### config.mk
export PLATFORM = sky130hd
export DESIGN_NAME = range_lock_table
export DESIGN_NICKNAME = d
export VERILOG_FILES = /design/src/hdl/rlt_pkg.sv /design/src/hdl/rlt_slot_file.sv /design/src/hdl/rlt_decide.sv /design/src/hdl/range_lock_table.sv
export VERILOG_INCLUDE_DIRS = /design/src /design/src/hdl
export SDC_FILE = /design/constraint.sdc
export NUM_CORES = 2
export LEC_CHECK = 0
export ABC_CLOCK_PERIOD_IN_PS = 39500
export BUFFER_PORTS_ARGS = -buffer_cell sky130_fd_sc_hd__buf_2
export CORE_MARGIN = 10
export CORE_UTILIZATION = 53
export DETAILED_ROUTE_END_ITERATION = 10
export GPL_ROUTABILITY_DRIVEN = 1
export PLACE_DENSITY = 0.7
export SLEW_MARGIN = 20
export SYNTH_ARGS = -nofsm -noshare
export SYNTH_HDL_FRONTEND = slang
export SYNTH_SLANG_ARGS = --single-unit
### constraint.sdc
create_clock -name aclk -period 39.5 [get_ports aclk]
set_input_delay 1.975 -clock aclk [delete_from_list [all_inputs] [get_ports aclk]]
set_output_delay 1.975 -clock aclk [all_outputs]
set_load 0.02 [all_outputs]
### src/hdl/range_lock_table_macros.svh
// assertion macros for the range lock table
`ifndef RANGE_LOCK_TABLE_MACROS_SVH
`define RANGE_LOCK_TABLE_MACROS_SVH

`ifndef SYNTHESIS

`define RLT_ASSERT_IMP(lbl, clk, rstn, ante, cons) \
    lbl: assert property (@(posedge clk) disable iff (!(rstn)) (ante) |-> (cons)) \
        else $error("range lock table check failed");

`define RLT_ASSERT_NXT(lbl, clk, rstn, ante, cons) \
    lbl: assert property (@(posedge clk) disable iff (!(rstn)) (ante) |=> (cons)) \
        else $error("range lock table check failed");

`else

`define RLT_ASSERT_IMP(lbl, clk, rstn, ante, cons)

`define RLT_ASSERT_NXT(lbl, clk, rstn, ante, cons)

`endif

`endif

### src/hdl/rlt_pkg.sv
// shared types and constants of the range lock table
package rlt_pkg;

    localparam int LOCK_SLOTS_DEF = 16;
    localparam int ADDR_BITS_DEF  = 64;

    localparam int FIELD_ADDR_W   = 64;
    localparam int HANDLE_W       = 4;
    localparam int COUNT_W        = 5;
    localparam int IN_TDATA_W     = 136;
    localparam int OUT_TDATA_W    = 16;

    localparam logic REQ_ACQUIRE = 1'b0;
    localparam logic REQ_RELEASE = 1'b1;

    typedef enum logic [1:0] {
        ST_OK       = 2'd0,
        ST_CONFLICT = 2'd1,
        ST_FULL     = 2'd2,
        ST_NOT_HELD = 2'd3
    } status_t;

    typedef struct packed {
        status_t             status;
        logic [HANDLE_W-1:0] grant_handle;
        logic                count_up;
        logic                count_down;
    } decision_t;

endpackage

### src/hdl/rlt_slot_file.sv
// slot storage and parallel overlap compare of the range lock table
module rlt_slot_file #(
    parameter int LOCK_SLOTS = rlt_pkg::LOCK_SLOTS_DEF,
    parameter int ADDR_BITS  = rlt_pkg::ADDR_BITS_DEF
) (
    input  logic                  aclk,
    input  logic                  aresetn,
    input  logic [ADDR_BITS-1:0]  query_start,
    input  logic [ADDR_BITS-1:0]  query_end,
    input  logic [LOCK_SLOTS-1:0] set_vec,
    input  logic [LOCK_SLOTS-1:0] clr_vec,
    output logic [LOCK_SLOTS-1:0] valid_vec,
    output logic [LOCK_SLOTS-1:0] overlap_vec
);

    logic [LOCK_SLOTS-1:0] valid_reg;
    logic [LOCK_SLOTS-1:0] valid_next;
    logic [ADDR_BITS-1:0]  start_reg [LOCK_SLOTS];
    logic [ADDR_BITS-1:0]  end_reg   [LOCK_SLOTS];

    assign valid_next = (valid_reg & ~clr_vec) | set_vec;
    assign valid_vec  = valid_reg;

    always_ff @(posedge aclk) begin
        if (!aresetn) begin
            valid_reg <= '0;
        end else begin
            valid_reg <= valid_next;
        end
    end

    always_ff @(posedge aclk) begin
        for (int i = 0; i < LOCK_SLOTS; i++) begin
            if (set_vec[i]) begin
                start_reg[i] <= query_start;
                end_reg[i]   <= query_end;
            end
        end
    end

    // held [hs, he) and request [rs, re) overlap when hs < re and rs < he
    always_comb begin
        for (int i = 0; i < LOCK_SLOTS; i++) begin
            overlap_vec[i] = (start_reg[i] < query_end) && (query_start < end_reg[i]);
        end
    end

endmodule

### src/hdl/rlt_decide.sv
// grant, conflict and release decision of the range lock table
module rlt_decide #(
    parameter int LOCK_SLOTS = rlt_pkg::LOCK_SLOTS_DEF
) (
    input  logic                         req_type,
    input  logic [rlt_pkg::HANDLE_W-1:0] release_handle,
    input  logic [LOCK_SLOTS-1:0]        valid_vec,
    input  logic [LOCK_SLOTS-1:0]        overlap_vec,
    output logic [LOCK_SLOTS-1:0]        set_vec,
    output logic [LOCK_SLOTS-1:0]        clr_vec,
    output rlt_pkg::decision_t           decision
);

    logic [LOCK_SLOTS-1:0]        free_vec;
    logic [LOCK_SLOTS-1:0]        lowest_free;
    logic [LOCK_SLOTS-1:0]        rel_sel;
    logic [rlt_pkg::HANDLE_W-1:0] free_handle;
    logic                         conflict;
    logic                         full;
    logic                         held_hit;

    assign free_vec    = ~valid_vec;
    assign lowest_free = free_vec & (~free_vec + LOCK_SLOTS'(1));
    assign full        = ~|free_vec;
    assign conflict    = |(valid_vec & overlap_vec);
    assign held_hit    = |(rel_sel & valid_vec);

    // slot numbers wrap to the handle field width
    always_comb begin
        free_handle = '0;
        rel_sel     = '0;
        for (int i = 0; i < LOCK_SLOTS; i++) begin
            if (lowest_free[i]) begin
                free_handle = free_handle | rlt_pkg::HANDLE_W'(i);
            end
            rel_sel[i] = (32'(release_handle) == 32'(i));
        end
    end

    always_comb begin
        set_vec  = '0;
        clr_vec  = '0;
        decision = '{status: rlt_pkg::ST_OK, grant_handle: '0,
                     count_up: 1'b0, count_down: 1'b0};
        unique case (req_type)
            rlt_pkg::REQ_ACQUIRE: begin
                if (conflict) begin
                    decision.status = rlt_pkg::ST_CONFLICT;
                end else if (full) begin
                    decision.status = rlt_pkg::ST_FULL;
                end else begin
                    set_vec               = lowest_free;
                    decision.grant_handle = free_handle;
                    decision.count_up     = 1'b1;
                end
            end
            rlt_pkg::REQ_RELEASE: begin
                if (held_hit) begin
                    clr_vec             = rel_sel & valid_vec;
                    decision.count_down = 1'b1;
                end else begin
                    decision.status = rlt_pkg::ST_NOT_HELD;
                end
            end
        endcase
    end

endmodule

### src/hdl/range_lock_table.sv
// range lock table top level: input register, decision, result register
//
// usage: a table of held half-open address ranges [start, end)
// s_ channel carries requests; s_tuser is the request kind, 0 acquire, 1 release
// an acquire is refused on overlap with any held range, refused when the
// table is full, else stored in the lowest free slot whose number is returned
// a release frees the slot named by its handle or reports it as not held
// m_ channel returns one result item for every request item
// a taken request enters the input register and its result then the result register
// throughput: one item per cycle while m_tready is high; all slots are compared
// in parallel in the single logic stage between the input register and the result
// register, and the slot table is updated at the same edge so the next item sees it
// reset: aresetn low at a rising edge empties the table, clears the held count
// and drops both valid flags
// stall: with m_tready low the result register holds its item, the input
// register takes one more item and then s_tready goes low
`include "range_lock_table_macros.svh"

module range_lock_table #(
    parameter int LOCK_SLOTS = rlt_pkg::LOCK_SLOTS_DEF,
    parameter int ADDR_BITS  = rlt_pkg::ADDR_BITS_DEF
) (
    input  logic                            aclk,
    input  logic                            aresetn,
    input  logic                            s_tvalid,
    output logic                            s_tready,
    // range_start [63:0], range_end [127:64], release_handle [131:128], zero pad
    input  logic [rlt_pkg::IN_TDATA_W-1:0]  s_tdata,
    // req_type [0]
    input  logic                            s_tuser,
    output logic                            m_tvalid,
    input  logic                            m_tready,
    // status [1:0], grant_handle [5:2], held_count [10:6], zero pad
    output logic [rlt_pkg::OUT_TDATA_W-1:0] m_tdata
);

    localparam int CNT_W = $clog2(LOCK_SLOTS + 1);
    localparam int AW    = rlt_pkg::FIELD_ADDR_W;
    localparam int HW    = rlt_pkg::HANDLE_W;

    logic                  in_vld_reg;
    logic                  in_type_reg;
    logic [ADDR_BITS-1:0]  in_start_reg;
    logic [ADDR_BITS-1:0]  in_end_reg;
    logic [HW-1:0]         in_handle_reg;

    logic                  out_vld_reg;
    rlt_pkg::status_t      out_status_reg;
    logic [HW-1:0]         out_grant_reg;
    logic [rlt_pkg::COUNT_W-1:0] out_count_reg;

    logic [CNT_W-1:0]      held_total_reg;
    logic [CNT_W-1:0]      held_total_next;

    logic                  advance;
    logic                  s_accept;
    logic [LOCK_SLOTS-1:0] valid_vec;
    logic [LOCK_SLOTS-1:0] overlap_vec;
    logic [LOCK_SLOTS-1:0] set_raw;
    logic [LOCK_SLOTS-1:0] clr_raw;
    logic [LOCK_SLOTS-1:0] set_vec;
    logic [LOCK_SLOTS-1:0] clr_vec;
    rlt_pkg::decision_t    decision;

    assign advance  = in_vld_reg && (!out_vld_reg || m_tready);
    assign s_tready = !in_vld_reg || advance;
    assign s_accept = s_tvalid && s_tready;
    assign set_vec  = set_raw & {LOCK_SLOTS{advance}};
    assign clr_vec  = clr_raw & {LOCK_SLOTS{advance}};

    rlt_slot_file #(
        .LOCK_SLOTS (LOCK_SLOTS),
        .ADDR_BITS  (ADDR_BITS)
    ) u_slot_file (
        .aclk        (aclk),
        .aresetn     (aresetn),
        .query_start (in_start_reg),
        .query_end   (in_end_reg),
        .set_vec     (set_vec),
        .clr_vec     (clr_vec),
        .valid_vec   (valid_vec),
        .overlap_vec (overlap_vec)
    );

    rlt_decide #(
        .LOCK_SLOTS (LOCK_SLOTS)
    ) u_decide (
        .req_type       (in_type_reg),
        .release_handle (in_handle_reg),
        .valid_vec      (valid_vec),
        .overlap_vec    (overlap_vec),
        .set_vec        (set_raw),
        .clr_vec        (clr_raw),
        .decision       (decision)
    );

    always_comb begin
        held_total_next = held_total_reg;
        if (decision.count_up) begin
            held_total_next = held_total_reg + CNT_W'(1);
        end else if (decision.count_down) begin
            held_total_next = held_total_reg - CNT_W'(1);
        end
    end

    // control state
    always_ff @(posedge aclk) begin
        if (!aresetn) begin
            in_vld_reg     <= 1'b0;
            out_vld_reg    <= 1'b0;
            held_total_reg <= '0;
        end else begin
            if (s_accept) begin
                in_vld_reg <= 1'b1;
            end else if (advance) begin
                in_vld_reg <= 1'b0;
            end
            if (advance) begin
                out_vld_reg    <= 1'b1;
                held_total_reg <= held_total_next;
            end else if (m_tready) begin
                out_vld_reg <= 1'b0;
            end
        end
    end

    // payload registers
    always_ff @(posedge aclk) begin
        if (s_accept) begin
            in_type_reg   <= s_tuser;
            in_start_reg  <= s_tdata[ADDR_BITS-1:0];
            in_end_reg    <= s_tdata[AW+ADDR_BITS-1:AW];
            in_handle_reg <= s_tdata[2*AW+HW-1:2*AW];
        end
        if (advance) begin
            out_status_reg <= decision.status;
            out_grant_reg  <= decision.grant_handle;
            out_count_reg  <= rlt_pkg::COUNT_W'(held_total_next);
        end
    end

    assign m_tvalid = out_vld_reg;
    assign m_tdata  = {(rlt_pkg::OUT_TDATA_W - rlt_pkg::COUNT_W - HW - 2)'(0),
                       out_count_reg, out_grant_reg, out_status_reg};

    `RLT_ASSERT_IMP(a_count_matches_slots, aclk, aresetn, 1'b1,
        32'(held_total_reg) == $countones(valid_vec))
    `RLT_ASSERT_IMP(a_single_slot_set, aclk, aresetn, 1'b1, $onehot0(set_vec))
    `RLT_ASSERT_NXT(a_grant_fills_slot, aclk, aresetn,
        advance && (in_type_reg == rlt_pkg::REQ_ACQUIRE) && (decision.status == rlt_pkg::ST_OK),
        $countones(valid_vec) == $countones($past(valid_vec)) + 1)

endmodule

After elaboration in Yosys (flattened, before gate mapping). Memories as Yosys holds them, arrays and structs flattened. Index checks and enable logic that the tools add are counted.

Bits in registers: 167. Bits in writable memories: 2048. Word-level logic and storage cells: 291. Bits of input ports: 141. Output and inout port bits: 18. Memories: 2.

Equality and inequality tests: 15. Add/sub/neg operators: 3. Muxes and demuxes: 157. Magnitude comparators: 32. Bitwise operators: 12. Reduce and logical (&&, ||, !) cells: 59.

Memory list: u_slot_file.end_reg (depth 16, width 64, read ports 16, clocked after memory_dff 0, wr ports 1, RTL line rlt_slot_file.sv:19) `logic [ADDR_BITS-1:0] end_reg [LOCK_SLOTS];`; u_slot_file.start_reg (depth 16, width 64, read ports 16, clocked after memory_dff 0, wr ports 1, RTL line rlt_slot_file.sv:18) `logic [ADDR_BITS-1:0] start_reg [LOCK_SLOTS];`.

Operators with widths (number): $lt 64x64->1 (32); $mux 64 (30); $reduce_or 64->1 (30); $mux 4 (38); $and 16x16->16 (6); $mux 16 (5); $mux 1 (72); $not 16->16 (3); $reduce_or 16->1 (3); $eq 4x4->1 const B (8); $logic_and 1x1->1 (18); $reduce_or 18->1 (1); $add 16x1->16 const B (1); $eq 4x3->1 const B (4); $or 16x16->16 (1); $mux 3 (4); $mux 2 (5); $mux 5 (2); $eq 4x2->1 const B (2); $add 5x1->5 const B (1); $sub 5x1->5 const B (1); $eq 4x1->1 const B (1); $logic_not 4->1 (1); $pmux 2 s2 (1); other kinds (4) (8).

Depth between registers and ports, before layout.
Word-level depth: 26. Depth in mapped cells: 15. Gate-level depth less buffers: 14.

By module. A second synthesis with hierarchy kept.

Cell total of the unflattened synthesis: 8474. Area, all modules: 114370.9 µm².

By module, submodules not included: rlt_slot_file (times used 1, area an instance 108441.5 µm², cells an instance 8090, seq. area each 61819.3 µm²); range_lock_table (times used 1, area an instance 5027.3 µm², cells an instance 242, seq. area each 4464.3 µm²); rlt_decide (times used 1, area an instance 902.1 µm², cells an instance 142, seq. area each 0.0 µm²).

Least setup slack after synthesis. No wires, ideal clock.

Kind: register -> register. Start point: reg in_start_reg[61]. End point: mem u_slot_file.end_reg[1][100] (netlist name), enable pin. Setup time: 0.929 ns. Period minus slack after synthesis: 16.712 ns. Data required time: 38.571 ns. Cell stages (with the launch flop): 13. Slack: 22.788 ns. Arrival: 15.783 ns. Path buffers: 0. Path through: edfxtp_1 > ha_1 > nand4_2 > nor4_4 > nand2_1 > or4_1 > o211ai_1 > a31oi_1 > or4_1 > a31o_2 > nor4_4 > nand2_2 > nor4_1.

Elaborated cells between the ends (all ways): 114. Classes of those cells: order compare: 16; mux: 64; bitwise: 2; reduce/logical: 32.

RTL lines: start, declared (RTL line range_lock_table.sv:43) `logic [ADDR_BITS-1:0] in_start_reg;`; start signal, assigned (RTL line range_lock_table.sv:131) `in_start_reg <= s_tdata[ADDR_BITS-1:0];`; $lt 64x64->1 (RTL line rlt_slot_file.sv:44) `overlap_vec[i] = (start_reg[i] < query_end) && (query_start < end_reg[i]);`; $logic_and 1x1->1 (RTL line rlt_slot_file.sv:44); $and 16x16->16 * (RTL line rlt_decide.sv:25) `assign conflict = |(valid_vec & overlap_vec);`; $reduce_or 16->1 * (RTL line rlt_decide.sv:25); $mux 16 * (RTL line rlt_decide.sv:47) `if (conflict) begin`; $mux 16 * (RTL line rlt_decide.sv:45) `unique case (req_type)`; $and 16x16->16 * (RTL line range_lock_table.sv:68) `assign set_vec = set_raw & {LOCK_SLOTS{advance}};`; named net set_vec[9] (RTL line range_lock_table.sv:61) `logic [LOCK_SLOTS-1:0] set_vec;`; $mux 1 * (RTL line rlt_slot_file.sv:34) `if (set_vec[i]) begin`; $mux 1 (not written as such) * (RTL line rlt_slot_file.sv:36) `end_reg[i] <= query_end;`; $reduce_or 64->1 (no line); $mux 4 (no line) or $mux 1 (tied branches) (7 in series); end, declared (RTL line rlt_slot_file.sv:19).

The timed path passes the listed nets; every way through them passes the cells marked *.

Worst setup path in the final report.
Start point: reg in_end_reg[61]. End point: mem u_slot_file.end_reg[1][449] (netlist name), enable pin.

Elaborated cells between the ends (all ways): 114. Classes of those cells: order compare: 16; mux: 64; bitwise: 2; reduce/logical: 32.

RTL lines: start, declared (RTL line range_lock_table.sv:44) `logic [ADDR_BITS-1:0] in_end_reg;`; start signal, assigned (RTL line range_lock_table.sv:132) `in_end_reg <= s_tdata[AW+ADDR_BITS-1:AW];`; $lt 64x64->1 (RTL line rlt_slot_file.sv:44); $logic_and 1x1->1 (RTL line rlt_slot_file.sv:44); $and 16x16->16 * (RTL line rlt_decide.sv:25); $reduce_or 16->1 * (RTL line rlt_decide.sv:25); $mux 16 * (RTL line rlt_decide.sv:47); $mux 16 * (RTL line rlt_decide.sv:45); $and 16x16->16 * (RTL line range_lock_table.sv:68); named net set_vec[15] (RTL line range_lock_table.sv:61); $mux 1 * (RTL line rlt_slot_file.sv:34); $mux 1 (not written as such) * (RTL line rlt_slot_file.sv:36); $reduce_or 64->1 (no line); $mux 4 (no line) or $mux 1 (tied branches).

Marks and branches as above.

==> results.md <==
- TritonCTS Buffers: 232
- Slew margin rel.: between 10% and 20%
- ANT nets after route: 0
- Hold Crit Class: flip-flop to flip-flop
- Via Count: around 75000
- Global-route wire length before repair: 463 mm
- Drt drc: 0
- Mapped Area: between 100000 and 150000 um2
- Slew Limit Fails: 0
- Post-detail-place hpwl: 208 mm
- 1st-pass router iterations: 8
- Final hold vios: 0
- WHS: between 0.4 and 0.5 ns
- Initial Util: approximately 53%
- Leading area contributor after synthesis: edfxtp_1
- Crit path buf inv count: 6
- Port bufs: roughly 150
- Worst-Skew Late Latency: about 0.9 ns
- Area of the die: roughly 230000 um2
- WP data arrival: roughly 11 ns
- Core Region: ~210000 um2
- WL met3: roughly 29 mm
- Post-cts resize count: 0
- Initial DRC Count: 7418
- Antenna violations before repair: 25
- CTS tree: built
- WL per Instance: 25.8 um
- Sinks on the clock net: between 2000 and 2500
- Yosys reg bits: around 2200
- # setup viols final: 0
- Die width: roughly 480 um
- Yosys Warn Count: 0
- Boundary Pins: approximately 160
- Met2 wire len: approximately 140 mm
- CP Capture Type: flip-flop
- # rows: between 150 and 200
- Ranking of synthesized cells by area: edfxtp_1 58%, ha_1 22%, inv_1 3.6%
- RSZ-0062 raised after global routing: no
- Seq/Total Area, Yosys: 58.0%
- Vias in the first global route: between 70000 and 80000
- Biggest cell delay along the critical path: 1.00 ns
- Min Tclk post-route: a little over 10 ns
- Crit path max fanout: 48
- CTS root buf: clkbuf_16
- Most common cell in the netlist: edfxtp_1
- Finished Layout Cells: around 12000
- Total grt overflow: 0
- Worst Clk Skew: 0.0297 ns
- RePlAce Congestion: roughly 0.89
- Pwr dens: 39.8 nW/um2
- Nets: about 11000
- Via density per instance: 6.12
- Reg2Reg Depth: 19
- Worst-path clk slew: 0.06 ns
- Maximum clock frequency: just under 0.1 GHz
- Max Cap Viol: 0
- GRT Total Usage: around a quarter
- Final WL: about 320 mm
- Leakage: between 0.05 and 0.06 uW
- Top-area cell type share of the netlist area: 57.6%
- Avg Cell Area, Syn: between 10 and 15 um2
- CP Data Required Time: between 30 and 40 ns
- H-tree levels: 4
- Dpl cells: between 10000 and 15000
- Cell count after synthesis: just under 9000
- Cell variety after synth: 79
- Worst slew pin tran: 1.27 ns
- CP delay by family, top: simple AND/OR/NAND/NOR gates
- Ys flop type: edfxtp_1
- Area of the multi-input gates: approximately 44000 um2
- Area grow syn2layout: 11.8%
- Status: completed
- Startpoint types: flip-flop
- Hold depth: 2
- Largest net degree at the start of global routing: roughly 130
- Top sig layer: met5
- Slowest CP cell: nor4_1
- Post-synth EDFFs: 2192
- Clk buf depth: 3
- FFs w/ async S/R, synth: 0%
- Metal-1 WL: between 100 and 150 mm
- Maximum VDD drop: between 0.05 and 0.06 mV
- Fillers: approximately 16000
- Crit path kind: flip-flop to flip-flop
- Crit-path most repeated cell: buf_4
- Post-CTS Setup Inserts: 0
- Setup TNS: 0 ns
- Cts hold-fix bufs: 0
- Die Span Y: 484 um
- Crit path depth: 19
- Synth cell count leaders: 2192 x edfxtp_1, 2018 x ha_1, 1102 x inv_1, 702 x a21oi_1, 480 x nand2_1
- Final period utilization: 26.2%
- Register area: roughly 66000 um2
- CP cell instances: inv_1 -> buf_4 -> ha_1 -> nand4_1 -> nor4_1 -> nand3_1 -> nor4_1 -> a21oi_1 -> nand4_1 -> a41oi_1 -> a311oi_1 -> nand3_1 -> nor4_4 -> buf_4 -> nand2_2 -> nor3_2 -> buf_4 -> buf_4 -> buf_4
- Layout cells sized above 1: between 7 and 8%
## area by class of cell
cell class                      instances  share of cell area, %
Antenna cell                            4                0.00783
Clock buffer                          294                   4.83
Clock inverter                        131                  0.774
Inverter                             1103                   3.24
Multi-Input combinational cell       5306                   34.4
Sequential cell                      2215                   51.9
Tap cell                             2838                   2.78
Timing Repair Buffer                  387                   2.07
## cell families after synthesis
group	after synthesis	synth area share [%]
multiplexers	7	0.0613
buffers and inverters	1133	3.75
XOR/XNOR	4	0.0306
AO/OA/AOI/OAI	1649	8.86
adder cells (fa/ha/maj)	2018	22.1
flip-flops	2215	58.0
other	1	0.00328
AND/OR/NAND/NOR	1623	7.24
## stage by stage
step | power (uW) | instance area (um2) | util [%] | setup WS (ns)
after floorplan | 2870 | 114000 | - | 22.79
after global placement | 3010 | 121000 | 56.2 | 29.54
after detailed placement | 3040 | 121000 | 56.2 | 29.32
after CTS | 5110 | 128000 | 59.5 | 29.25
after global routing | 5240 | 128000 | 59.5 | 29.07
final | 5090 | 128000 | 59.5 | 29.14
## worst reg2reg max path, delay by kind of cell, from the launching register on
kind | cells | cell delay, ns
compound gates | 3 | 0.78
fa+ha+maj | 1 | 0.31
simple gates | 9 | 4.57
flops | 1 | 0.94
buf+inv | 6 | 3.22
## where the power goes
group,switching (uW),internal (uW)
logic,257,122
registers,12.6,2600
clock network,914,1180
## layer usage
metal  vias to the layer above  GRT usage (%)
met5                         -              0
met4                        12           13.3
met3                       728           5.25
met2                      3197           41.8
met1                     37100           34.2
li1                      34100              -
## placed cells by master, fill, tap and decap left out, types with 10 or more instances in the layout
cell type | netlist | layout
edfxtp_1 | 2192 | 2192
ha_1 | 2018 | 2018
inv_1 | 1102 | 1101
a21oi_1 | 702 | 702
nand2_1 | 480 | 480
nand4_1 | 323 | 323
o21ai_0 | 284 | 284
a21o_1 | 252 | 252
nor2_1 | 252 | 246
clkbuf_16 | 0 | 238
buf_4 | 5 | 230
nand3_1 | 199 | 199
buf_2 | 2 | 149
a211oi_1 | 111 | 111
nor3_1 | 92 | 86
clkinv_1 | 1 | 69
and4_1 | 66 | 66
a221oi_1 | 57 | 57
clkbuf_1 | 21 | 56
nor2b_1 | 42 | 42
nor4_1 | 47 | 37
nand2b_1 | 36 | 36
clkinv_2 | 0 | 32
a31oi_1 | 27 | 27
a2111oi_0 | 34 | 26
dfxtp_1 | 23 | 23
o211ai_1 | 22 | 22
o21a_1 | 16 | 16
bufinv_16 | 0 | 14
or4_1 | 13 | 13
a211o_1 | 12 | 12
inv_6 | 0 | 12
o2111ai_1 | 11 | 11
o22ai_1 | 11 | 11
a221o_1 | 11 | 11
or3_1 | 10 | 10
nor4_2 | 2 | 10
## path summary, 6_finish.rpt
| kind | from | to | slack [ns] |
|---|---|---|---|
| min | held_total_reg[4] | held_total_reg[4] | 0.50 |
| max reg2reg | in_end_reg[61] | u_slot_file.end_reg[1][449] | 29.14 |
| min reg2reg | held_total_reg[4] | held_total_reg[4] | 0.50 |
| max | in_end_reg[61] | u_slot_file.end_reg[1][449] | 29.14 |
No activity file was read; power rests on OpenSTA's default activity.
